<file path="src/sv/rrxi_pkg.sv">
// rrxi_pkg: types, codes and constants shared by the rotated rectangle xor/invert block
// no dependencies; every other file except rrxi_ram refers to it by scoped names

package rrxi_pkg;

    // request function codes
    localparam logic [1:0] FUNC_WRITE  = 2'd0;
    localparam logic [1:0] FUNC_READ   = 2'd1;
    localparam logic [1:0] FUNC_INVERT = 2'd2;

    // configuration register indexes
    localparam logic [1:0] REG_PANEL_WIDTH  = 2'd0;
    localparam logic [1:0] REG_PANEL_HEIGHT = 2'd1;
    localparam logic [1:0] REG_ORIENTATION  = 2'd2;

    // orientation codes
    localparam logic [1:0] ORIENT_PORTRAIT  = 2'd0;
    localparam logic [1:0] ORIENT_LAND_CW   = 2'd1;
    localparam logic [1:0] ORIENT_PORT_INV  = 2'd2;
    localparam logic [1:0] ORIENT_LAND_CCW  = 2'd3;

    // register reset values
    localparam logic [10:0] PANEL_WIDTH_RST  = 11'd800;
    localparam logic [9:0]  PANEL_HEIGHT_RST = 10'd480;
    localparam logic [1:0]  ORIENTATION_RST  = ORIENT_PORTRAIT;

    // internal command codes between front and back end
    localparam logic [1:0] CMD_RESULT = 2'd0;
    localparam logic [1:0] CMD_WRITE  = 2'd1;
    localparam logic [1:0] CMD_READ   = 2'd2;
    localparam logic [1:0] CMD_INVERT = 2'd3;

    // width of the signed rectangle arithmetic
    localparam int CALC_W = 20;

    localparam logic [7:0] FULL_MASK = 8'hFF;

    typedef struct packed {
        logic [1:0]         func;
        logic [15:0]        byte_addr;
        logic [7:0]         write_data;
        logic signed [15:0] rect_x;
        logic signed [15:0] rect_y;
        logic signed [15:0] rect_w;
        logic signed [15:0] rect_h;
    } in_t;

    typedef struct packed {
        logic [7:0] read_data;
        logic       status;
    } out_t;

    typedef struct packed {
        logic [10:0] panel_width;
        logic [9:0]  panel_height;
        logic [1:0]  orientation;
    } cfg_t;

    // one classified request for the back end
    typedef struct packed {
        logic [1:0]  code;
        logic        status;
        logic [15:0] addr;
        logic [7:0]  data;
        logic [7:0]  first_byte;
        logic [7:0]  last_byte;
        logic [7:0]  first_mask;
        logic [7:0]  last_mask;
        logic [9:0]  row_first;
        logic [9:0]  row_last;
        logic [7:0]  stride;
    } cmd_t;

endpackage

</file>
<file path="src/sv/rrxi_queue.sv">
// rrxi_queue: two-entry command queue between front and back end
// depends on rrxi_pkg

module rrxi_queue (
    input  logic           aclk,
    input  logic           aresetn,
    input  logic           push_valid,
    output logic           push_ready,
    input  rrxi_pkg::cmd_t push_cmd,
    output logic           pop_valid,
    input  logic           pop_ready,
    output rrxi_pkg::cmd_t pop_cmd
);

    rrxi_pkg::cmd_t entry_reg [2];
    logic           wr_ptr_reg, rd_ptr_reg;
    logic [1:0]     count_reg;
    logic           do_push, do_pop;

    assign push_ready = (count_reg != 2'd2);
    assign pop_valid  = (count_reg != 2'd0);
    assign pop_cmd    = entry_reg[rd_ptr_reg];
    assign do_push    = push_valid && push_ready;
    assign do_pop     = pop_valid && pop_ready;

    // storage
    always_ff @(posedge aclk) begin
        if (do_push) begin
            entry_reg[wr_ptr_reg] <= push_cmd;
        end
    end

    // pointers and fill count
    always_ff @(posedge aclk) begin
        if (!aresetn) begin
            wr_ptr_reg <= 1'b0;
            rd_ptr_reg <= 1'b0;
            count_reg  <= 2'd0;
        end else begin
            if (do_push) wr_ptr_reg <= ~wr_ptr_reg;
            if (do_pop)  rd_ptr_reg <= ~rd_ptr_reg;
            if (do_push && !do_pop) begin
                count_reg <= count_reg + 2'd1;
            end else if (do_pop && !do_push) begin
                count_reg <= count_reg - 2'd1;
            end
        end
    end

endmodule

</file>
<file path="config.mk">
export PLATFORM = sky130hd
export DESIGN_NAME = rrxi_queue
export DESIGN_NICKNAME = d
export VERILOG_FILES = /design/src/sv/rrxi_pkg.sv /design/src/sv/rrxi_queue.sv
export SDC_FILE = /design/constraint.sdc
export NUM_CORES = 1
export LEC_CHECK = 0
export BUFFER_PORTS_ARGS = -buffer_cell sky130_fd_sc_hd__clkbuf_2
export CAP_MARGIN = 20
export CORE_MARGIN = 2
export CORE_UTILIZATION = 30
export DETAILED_ROUTE_END_ITERATION = 8
export GPL_TIMING_DRIVEN = 1
export SKIP_LAST_GASP = 1
export SLEW_MARGIN = 20
export SYNTH_ARGS = -nofsm -noshare
export SYNTH_HDL_FRONTEND = slang
export SYNTH_SLANG_ARGS = --single-unit
</file>
<file path="constraint.sdc">
create_clock -name aclk -period 3.19 [get_ports aclk]
set_input_delay 0.1595 -clock aclk [delete_from_list [all_inputs] [get_ports aclk]]
set_output_delay 0.1595 -clock aclk [all_outputs]
set_load 0.05 [all_outputs]
</file>
==> run metrics <==
status=completed; Hold Startpoint=push_valid; CORE AREA=0.0218 mm^2; Post-CTS Setup Inserts=0; Final nets=666; vias in the first global route=3997; row count=54; final WL=12900 um; reg-to-reg endpoint=entry_reg[0][15]$_DFFE_PP_; Area growth, synth to finish=40.9%; Max IR drop VDD=0.000449 V; top cells by count, synth=edfxtp_1 (174), mux2_2 (57), mux2_4 (30); CTS Sinks=179; Crit. End Element=output pin; Post-synth ARST share=0; Die Area=~0.023 mm^2; post-synth net total=387; FF-to-FF path depth=4; layout cells sized above 1=0.512; Final ANT Viol Nets=0; vias post-DR=between 3000 and 4000; top cell type's share of synthesized area=0.787; TNS Setup=0 ns; clock tree buffer depth=2; PwrDens=852 mW/mm^2; DRT iter0 DRCs=about 150; WP buf/inv=2; HPWL Detailed=8010 um; Ys Warns=0; setup violators final=0; DR vias/cell=roughly 4.2; CTS clk-pin slew, worst paths=0.06 ns; critical path, cell by cell=buf_12 -> mux2_2 -> clkbuf_2; Mapped Cells=295; worst-margin pin slew=0.522 ns; Hold Path Stages=3; Die Y=153 um; placed cell area=0.00788 mm^2; fin. max-slew vios=0; Seq/Total Area, Yosys=0.802; worst endpoint data arrival time=~2.2 ns; # IOs=180; Syn Area/Cell=22.5 um^2; Worst Path Max Fanout=59; grt total ovfl=0; DR pass1 iterations=4; slowest CP cell=dfxtp_4; All-Layer GR Usage=0.113; Data required, critical path=3.03 ns; Fin. Hold Viols=0; top post-synthesis cells by area=edfxtp_1 (79%), mux2_2 (9.7%), mux2_4 (6.8%); RSZ-0062 raised after global routing=false; final worst setup slack=0.839 ns; most frequent cell after synthesis=edfxtp_1; number of flops mapped to enable cells by yosys=174; largest net degree at the start of global routing=60; clk_lat worst skew=0.41 ns; DRC violation count after routing=0; Leakage=3.57 nW; Tmin final=2.35 ns; Filler cells=between 1500 and 2000; Clock Skew=0.00513 ns; Rel. slew slack=0.652; Worst path max stage delay=0.68 ns; Max-cap violations=0; Tot Pwr=7.98 mW; Min-Delay Path Class=input port to register; reg2reg start=count_reg[0]$_SDFFE_PN0P_; Initial Utilization=0.305; FF-to-FF setup slack=1.31 ns; Startpoint Class=register; Util after Layout=0.430; wire per inst=around 15 um; TritonCTS Buffers=17; critical path type=register to output pin; die width=153 um; Top delay family on crit path=flip-flops; post-synthesis cell type count=21; Post-Place Cells=747; register bit count reported by yosys=179; initial antenna violation count=1; final worst-path cycle share=0.737; max reg flops=174; Hold EP=wr_ptr_reg$_SDFFE_PN0P_; Yosys top cell by area=edfxtp_1; Final Cell Area=0.00936 mm^2; Setup WS pre-CTS=1.25 ns; H-tree depth=4; CTS tree=done; WHS=0.0982 ns; GP Congestion=between 0.6 and 0.7; Top FF cell, synth=edfxtp_1; final cell count without fillers=867; Fmax achieved=425 MHz; port bufs=around 180; Clock Root Buffer=clkbuf_16; Synth Cell Area=0.00664 mm^2; first-pass GRT wire length=20400 um
-- layout by cell type, fill, tap and decap left out, types with 2 or more instances in the layout --
cell type	instances
mux2_4	30
clkinv_1	2
clkbuf_1	4
mux2_2	57
clkbuf_16	17
edfxtp_1	174
clkbuf_2	179
dfxtp_1	4
and2_1	4
buf_12	3
xnor2_1	2
dlygate4sd3_1	88
bufinv_16	4
-- where the power goes --
part,switching (mW),internal (mW)
registers,0.141,2.94
logic,1.89,0.860
clock network,0.843,1.31
-- final cells by class --
cell class	instances	area (um^2)	area share
antenna	1	2.50	0.000267
clock inverter	10	158	0.0168
sequential	179	5330	0.569
tap	280	350	0.0374
inverter	1	6.26	0.000668
clock buffer	21	440	0.0471
multi-input combinational	105	1240	0.132
timing repair buffer	270	1840	0.196
-- layer usage --
layer / wire length, um / track usage / up-vias
li1: - / - / 1725
met4: 157 / 0.0370 / 0
met3: 809 / 0.0427 / 12
met5: 0 / 0 / -
met2: 6580 / 0.197 / 137
met1: 5390 / 0.128 / 1781
-- what timing repair did --
action	4_1_cts	5_1_grt
endpoints found under the setup margin	0	0
hold buffers	88	0
resized for setup	0	0
hold endpoints to repair	175	0
-- worst register-to-register path: stages, from the launching register on --
cell	delay [ns]
dfxtp_1	0.42
nand2b_4	0.18
nand3b_1	0.14
inv_4	0.43
buf_12	0.34
-- how the worst max path moves through the flow --
stage	from	endpoint	slack, ns	cells past startpoint
after floorplan	count_reg[0]$_SDFFE_PN0P_	entry_reg[0][0]$_DFFE_PP_	0.29	3
after global placement	register	pop_cmd[29]	1.28	3
after detailed placement	register	pop_cmd[29]	1.25	3
after CTS	register	pop_cmd[29]	0.79	3
after global routing	register	pop_cmd[37]	0.73	3
final	register	pop_cmd[29]	0.84	3
-- cells by family (layout without fill, tap and decap cells) --
| group | Yosys count | count (layout) | share of synthesized area |
|---|---|---|---|
| compound gates | 5 | 5 | 0.00527 |
| fa+ha+maj | 1 | 1 | 0.00188 |
| simple gates | 9 | 9 | 0.00980 |
| mux | 87 | 87 | 0.164 |
| xor+xnor | 3 | 3 | 0.00396 |
| buf+inv | 11 | 302 | 0.0128 |
| flops | 179 | 179 | 0.802 |
| other cells | 0 | 1 | 0 |
Note: power is estimated with default switching activity, not from simulation.
