$ cat src/sv/rrxi_pkg.sv
// rrxi_pkg: types, codes and constants shared by the rotated rectangle xor/invert block
// no dependencies; every other file except rrxi_ram refers to it by scoped names

package rrxi_pkg;

    // request function codes
    localparam logic [1:0] FUNC_WRITE  = 2'd0;
    localparam logic [1:0] FUNC_READ   = 2'd1;
    localparam logic [1:0] FUNC_INVERT = 2'd2;

    // configuration register indexes
    localparam logic [1:0] REG_PANEL_WIDTH  = 2'd0;
    localparam logic [1:0] REG_PANEL_HEIGHT = 2'd1;
    localparam logic [1:0] REG_ORIENTATION  = 2'd2;

    // orientation codes
    localparam logic [1:0] ORIENT_PORTRAIT  = 2'd0;
    localparam logic [1:0] ORIENT_LAND_CW   = 2'd1;
    localparam logic [1:0] ORIENT_PORT_INV  = 2'd2;
    localparam logic [1:0] ORIENT_LAND_CCW  = 2'd3;

    // register reset values
    localparam logic [10:0] PANEL_WIDTH_RST  = 11'd800;
    localparam logic [9:0]  PANEL_HEIGHT_RST = 10'd480;
    localparam logic [1:0]  ORIENTATION_RST  = ORIENT_PORTRAIT;

    // internal command codes between front and back end
    localparam logic [1:0] CMD_RESULT = 2'd0;
    localparam logic [1:0] CMD_WRITE  = 2'd1;
    localparam logic [1:0] CMD_READ   = 2'd2;
    localparam logic [1:0] CMD_INVERT = 2'd3;

    // width of the signed rectangle arithmetic
    localparam int CALC_W = 20;

    localparam logic [7:0] FULL_MASK = 8'hFF;

    typedef struct packed {
        logic [1:0]         func;
        logic [15:0]        byte_addr;
        logic [7:0]         write_data;
        logic signed [15:0] rect_x;
        logic signed [15:0] rect_y;
        logic signed [15:0] rect_w;
        logic signed [15:0] rect_h;
    } in_t;

    typedef struct packed {
        logic [7:0] read_data;
        logic       status;
    } out_t;

    typedef struct packed {
        logic [10:0] panel_width;
        logic [9:0]  panel_height;
        logic [1:0]  orientation;
    } cfg_t;

    // one classified request for the back end
    typedef struct packed {
        logic [1:0]  code;
        logic        status;
        logic [15:0] addr;
        logic [7:0]  data;
        logic [7:0]  first_byte;
        logic [7:0]  last_byte;
        logic [7:0]  first_mask;
        logic [7:0]  last_mask;
        logic [9:0]  row_first;
        logic [9:0]  row_last;
        logic [7:0]  stride;
    } cmd_t;

endpackage

$ cat src/sv/rrxi_front.sv
// rrxi_front: accepts request items, maps and clips rectangles, emits commands
// depends on rrxi_pkg

module rrxi_front #(
    parameter int FRAME_BYTES = 65536
) (
    input  logic             aclk,
    input  logic             aresetn,
    input  rrxi_pkg::cfg_t   cfg,
    input  logic             s_valid,
    output logic             s_ready,
    input  rrxi_pkg::in_t    s_payload,
    output logic             push_valid,
    input  logic             push_ready,
    output rrxi_pkg::cmd_t   push_cmd
);

    localparam int CW = rrxi_pkg::CALC_W;

    localparam logic [2:0] FS_IDLE = 3'd0;
    localparam logic [2:0] FS_C1   = 3'd1;
    localparam logic [2:0] FS_C2   = 3'd2;
    localparam logic [2:0] FS_C3   = 3'd3;
    localparam logic [2:0] FS_C4   = 3'd4;

    logic [2:0]           state_reg, state_next;
    rrxi_pkg::in_t        in_reg;
    logic signed [CW-1:0] lx1_reg, ly1_reg;
    logic                 setup_ok_reg, empty_reg;
    logic signed [CW-1:0] x0_reg, x1_reg, y0_reg, y1_reg;
    logic signed [CW-1:0] x0c_reg, x1c_reg, y0c_reg, y1c_reg;

    logic [7:0]           stride;
    logic [17:0]          frame_prod;
    logic signed [CW-1:0] wm1, hm1;
    logic signed [CW-1:0] ext_x, ext_y;
    logic                 addr_ok, skip;

    assign stride     = cfg.panel_width[10:3];
    assign frame_prod = {10'd0, stride} * {8'd0, cfg.panel_height};
    assign wm1   = signed'(CW'(cfg.panel_width)) - CW'(1);
    assign hm1   = signed'(CW'(cfg.panel_height)) - CW'(1);
    assign ext_x = CW'(in_reg.rect_x);
    assign ext_y = CW'(in_reg.rect_y);

    assign s_ready    = (state_reg == FS_IDLE);
    assign push_valid = (state_reg == FS_C4);

    // sequencing through the classification steps
    always_comb begin
        state_next = state_reg;
        case (state_reg)
            FS_IDLE: if (s_valid) state_next = FS_C1;
            FS_C1:   state_next = FS_C2;
            FS_C2:   state_next = FS_C3;
            FS_C3:   state_next = FS_C4;
            FS_C4:   if (push_ready) state_next = FS_IDLE;
            default: state_next = FS_IDLE;
        endcase
    end

    always_ff @(posedge aclk) begin
        if (!aresetn) begin
            state_reg <= FS_IDLE;
        end else begin
            state_reg <= state_next;
        end
    end

    // capture the item and run the rectangle arithmetic
    always_ff @(posedge aclk) begin
        if (s_valid && s_ready) begin
            in_reg <= s_payload;
        end
        // step 1: far corners, setup and empty checks
        if (state_reg == FS_C1) begin
            lx1_reg      <= ext_x + CW'(in_reg.rect_w) - CW'(1);
            ly1_reg      <= ext_y + CW'(in_reg.rect_h) - CW'(1);
            setup_ok_reg <= (cfg.panel_width != 11'd0) && (cfg.panel_width[2:0] == 3'd0)
                && (cfg.panel_height != 10'd0)
                && (32'(frame_prod) <= 32'(FRAME_BYTES));
            empty_reg    <= (in_reg.rect_w <= 16'sd0) || (in_reg.rect_h <= 16'sd0);
        end
        // step 2: logical to panel coordinates
        if (state_reg == FS_C2) begin
            case (cfg.orientation)
                rrxi_pkg::ORIENT_PORTRAIT: begin
                    x0_reg <= ext_y;
                    x1_reg <= ly1_reg;
                    y0_reg <= hm1 - lx1_reg;
                    y1_reg <= hm1 - ext_x;
                end
                rrxi_pkg::ORIENT_LAND_CW: begin
                    x0_reg <= wm1 - lx1_reg;
                    x1_reg <= wm1 - ext_x;
                    y0_reg <= hm1 - ly1_reg;
                    y1_reg <= hm1 - ext_y;
                end
                rrxi_pkg::ORIENT_PORT_INV: begin
                    x0_reg <= wm1 - ly1_reg;
                    x1_reg <= wm1 - ext_y;
                    y0_reg <= ext_x;
                    y1_reg <= lx1_reg;
                end
                default: begin
                    x0_reg <= ext_x;
                    x1_reg <= lx1_reg;
                    y0_reg <= ext_y;
                    y1_reg <= ly1_reg;
                end
            endcase
        end
        // step 3: clip to the panel
        if (state_reg == FS_C3) begin
            x0c_reg <= x0_reg[CW-1] ? '0 : x0_reg;
            y0c_reg <= y0_reg[CW-1] ? '0 : y0_reg;
            x1c_reg <= (x1_reg > wm1) ? wm1 : x1_reg;
            y1c_reg <= (y1_reg > hm1) ? hm1 : y1_reg;
        end
    end

    // step 4: build the command
    assign addr_ok = (32'(in_reg.byte_addr) < 32'(FRAME_BYTES));
    assign skip    = !setup_ok_reg || empty_reg || (x0c_reg > x1c_reg)
                     || (y0c_reg > y1c_reg);

    always_comb begin
        push_cmd            = '0;
        push_cmd.code       = rrxi_pkg::CMD_RESULT;
        push_cmd.addr       = in_reg.byte_addr;
        push_cmd.data       = in_reg.write_data;
        push_cmd.first_byte = x0c_reg[10:3];
        push_cmd.last_byte  = x1c_reg[10:3];
        push_cmd.first_mask = rrxi_pkg::FULL_MASK >> x0c_reg[2:0];
        push_cmd.last_mask  = rrxi_pkg::FULL_MASK << (3'd7 - x1c_reg[2:0]);
        push_cmd.row_first  = y0c_reg[9:0];
        push_cmd.row_last   = y1c_reg[9:0];
        push_cmd.stride     = stride;
        case (in_reg.func)
            rrxi_pkg::FUNC_WRITE: if (addr_ok) push_cmd.code = rrxi_pkg::CMD_WRITE;
            rrxi_pkg::FUNC_READ:  if (addr_ok) push_cmd.code = rrxi_pkg::CMD_READ;
            rrxi_pkg::FUNC_INVERT: begin
                if (skip) begin
                    push_cmd.status = 1'b1;
                end else begin
                    push_cmd.code = rrxi_pkg::CMD_INVERT;
                end
            end
            default: push_cmd.code = rrxi_pkg::CMD_RESULT;
        endcase
    end

endmodule

$ cat config.mk
export PLATFORM = sky130hd
export DESIGN_NAME = rrxi_front
export DESIGN_NICKNAME = d
export VERILOG_FILES = /design/src/sv/rrxi_pkg.sv /design/src/sv/rrxi_front.sv
export SDC_FILE = /design/constraint.sdc
export NUM_CORES = 1
export LEC_CHECK = 0
export BUFFER_PORTS_ARGS = -buffer_cell sky130_fd_sc_hd__buf_2
export CAP_MARGIN = 15
export CORE_MARGIN = 5
export CORE_UTILIZATION = 50
export CTS_CLUSTER_SIZE = 30
export DETAILED_ROUTE_END_ITERATION = 12
export PLACE_DENSITY = 0.71
export SETUP_SLACK_MARGIN = 0.2
export SKIP_LAST_GASP = 1
export SLEW_MARGIN = 20
export SYNTH_ARGS = -nofsm -noshare
export SYNTH_HDL_FRONTEND = slang
export SYNTH_SLANG_ARGS = --single-unit
$ cat constraint.sdc
create_clock -name aclk -period 19.8 [get_ports aclk]
set_input_delay 0.99 -clock aclk [delete_from_list [all_inputs] [get_ports aclk]]
set_output_delay 0.99 -clock aclk [all_outputs]
set_load 0.05 [all_outputs]
==> run metrics <==
status finished clean; TritonCTS clock tree built; final wirelength 63920 µm; I/O pin count 206; met2 Track Usage GR 40.31%; #FFs+latches synth 281; GPL Wtd Cong 1.005; num rows 78; Slew Limit Fails 0; vias in the first global route 17530; dpl hpwl 50910 µm; EDFF count, synth 278; Detail Route Antenna Nets 0; placed cells 2974; area grow syn2layout 9.610%; Syn. warnings 0; RSZ-0062 raised after global routing no; CORE AREA 0.04528 mm²; ys async rst share 0%; Seq/Total Area, Yosys 36.82%; Top FF cell, synth edfxtp_1; Max IR drop VDD 67.85 µV; via-per-instance ratio 5.847; Post-route DRC 0; top cells by area, synth edfxtp_1, ha_1, fa_1; Final Hold Viols 0; max FFs per register 34; # Post-CTS Setup Buffers 0; die footprint 0.05005 mm²; Buf+Inv Stages, Crit Path 2; Worst Setup End Kind flip-flop; Slew headroom 34.08%; GR Util met3 4.128%; Crit path max-delay family simple AND/OR/NAND/NOR gates; hold buffers post-CTS 0; Comb pwr share 35.1%; CTS clk-pin slew, worst paths 60 ps; initial DRC count 1592; Remaining Overflow, GRT 0; post-synth top area cell edfxtp_1; Clk pwr share 28.9%; Cell Pwr Density 84.08 mW/mm²; Syn Area/Cell 9.972 µm²; NumNets Final 2865; Arr. time, crit path 5540 ps; Root Buffer clkbuf_16; vias 17750; Max Clock Skew 15.09 ps; Worst EP required 20080 ps; die height 223.7 µm; GRT met1 Usage 34.67%; slowest CP cell xor2_1; Period minus WS final 5264 ps; critical path's largest stage delay 600 ps; Post-Place Worst Slack 14090 ps; Startpoint Class primary input; crit-path cells buf_2 > nor3_1 > nand2b_1 > or3_1 > nor4_1 > xor2_1 > inv_1 > ha_1 > a21o_1 > a21o_1 > a21oi_1 > o21ai_1 > a2111oi_2 > mux2i_2 > nor2_4 > mux2_2; setup tns final 0 ps; share of the synthesized area in the top cell type 36.55%; Mapped Cells 2290; Switching Share 34.49%; Least-Margin Pin Slew 988.8 ps; library cells used by synthesis 92; layout cell share with drive strength beyond 1 12.57%; Max-cap violations 0; largest net degree at the start of global routing 88; most used routing layer met2; leakage 0.01107 µW; Starting Density 50.43%; crit path kind primary input to flip-flop; most common cell after layout, fill and taps aside inv_1; switching power 725.8 µW; wire length of the first global-routing pass 97670 µm; Power, Total 2105 µW; IO buf count 203; # clock sinks 281; Die Width 223.7 µm; Pre-Repair DR Iteration Count 6; fin cells 3036; crit path max fanout 21; Clock Latency Late Sink 530 ps; most frequent cells in the layout inv_1, ha_1, edfxtp_1; Worst Setup Slack, final 14540 ps; final setup fails 0; initial antenna violation count 3; Max Clk Rate 190.0 MHz; most frequent CP cell a21o_1; Pint 1379 µW; Seq pwr share 36.0%; H-tree depth 2; post-synthesis cell area 0.02284 mm²; period utilization 26.58%; Total GRT Usage 24.93%; clk buf depth 3; Hold WC Path Type flip-flop to flip-flop; Routed wire per std cell 21.05 µm; PostCTS Resize Cnt 0; Num CTS Buffers 35
-- worst reg2reg max path: stages (launching register included) --
cell,delay (ps)
edfxtp_1,560
inv_1,250
ha_1,350
nor2b_1,150
o31ai_1,480
a211oi_2,200
a41oi_1,370
nand2b_1,90
a21oi_1,170
xnor2_1,140
a222oi_1,100
o21ai_0,600
-- Yosys cell counts (18+ instances only) --
| cell type | n |
|---|---|
| o21ai_0 | 87 |
| nand3_1 | 28 |
| mux2i_1 | 36 |
| fa_1 | 56 |
| a21o_1 | 66 |
| a221oi_1 | 35 |
| edfxtp_1 | 278 |
| nor3_1 | 36 |
| nand4_1 | 24 |
| ha_1 | 281 |
| nor4_1 | 19 |
| and2_1 | 40 |
| nor2b_1 | 63 |
| nand2_1 | 138 |
| a21oi_1 | 147 |
| xor2_1 | 47 |
| buf_4 | 71 |
| inv_1 | 288 |
| xnor2_1 | 73 |
| clkbuf_1 | 51 |
| nand2b_1 | 34 |
| or3_1 | 18 |
| o21a_1 | 34 |
| nor2_1 | 110 |
-- per-layer routing --
layer / up-vias / wire, µm
li1: 8400 / -
met1: 8488 / 27300
met2: 753 / 28850
met3: 108 / 5697
met4: 2 / 2057
met5: - / 13
-- through the flow --
stage / util [%] / hold slack [ps] / cell area [µm²]
after global routing: 55.28 / 550.8 / 25030
after detailed placement: 52.85 / 517.8 / 23930
after floorplan: - / 473.6 / 22840
after global placement: 52.85 / 511.6 / 23930
final: 55.28 / 522.6 / 25030
after CTS: 55.25 / 523.1 / 25020
-- power groups by stage --
stage | registers, µW | logic [µW] | clock network, µW
6_report | 757 | 739 | 608
5_1_grt | 761 | 820 | 650
4_1_cts | 756 | 733 | 624
3_5_place_dp | 768 | 727 | 0
3_3_place_gp | 767 | 706 | 0
2_1_floorplan | 751 | 563 | 0
-- final timing paths --
path / from / endpoint / slack (ps) / depth (start not counted)
worst max-delay path: cfg[15] / x1c_reg[1] / 14540 / 16
worst min-delay path: y0_reg[9] / y0c_reg[9] / 520 / 1
worst max register to register: ext_x[1] / y1_reg[11] / 16060 / 11
worst min register to register: y0_reg[9] / y0c_reg[9] / 520 / 1
-- area by class of cell --
cell class | count | area (µm²)
Clock buffer | 40 | 894.6
Inverter | 290 | 1089
Multi-Input combinational cell | 1589 | 12590
Fill cell | 3968 | 20250
Timing Repair Buffer | 214 | 1099
Clock inverter | 20 | 191.4
Antenna cell | 2 | 5.005
Tap cell | 600 | 750.7
Sequential cell | 281 | 8408
-- kinds of logic (layout without fill, tap and decap cells) --
kind of cell | count (synthesis) | count (layout) | share of synthesized area [%]
adder cells (fa/ha/maj) | 337 | 337 | 20.30
other | 1 | 4 | 0.01642
AND/OR/NAND/NOR | 550 | 550 | 12.28
multiplexers | 38 | 38 | 1.687
XOR/XNOR | 120 | 120 | 4.602
AO/OA/AOI/OAI | 542 | 542 | 16.11
buffers and inverters | 421 | 564 | 8.180
flip-flops | 281 | 281 | 36.82
No activity file was read; power rests on OpenSTA's default activity.
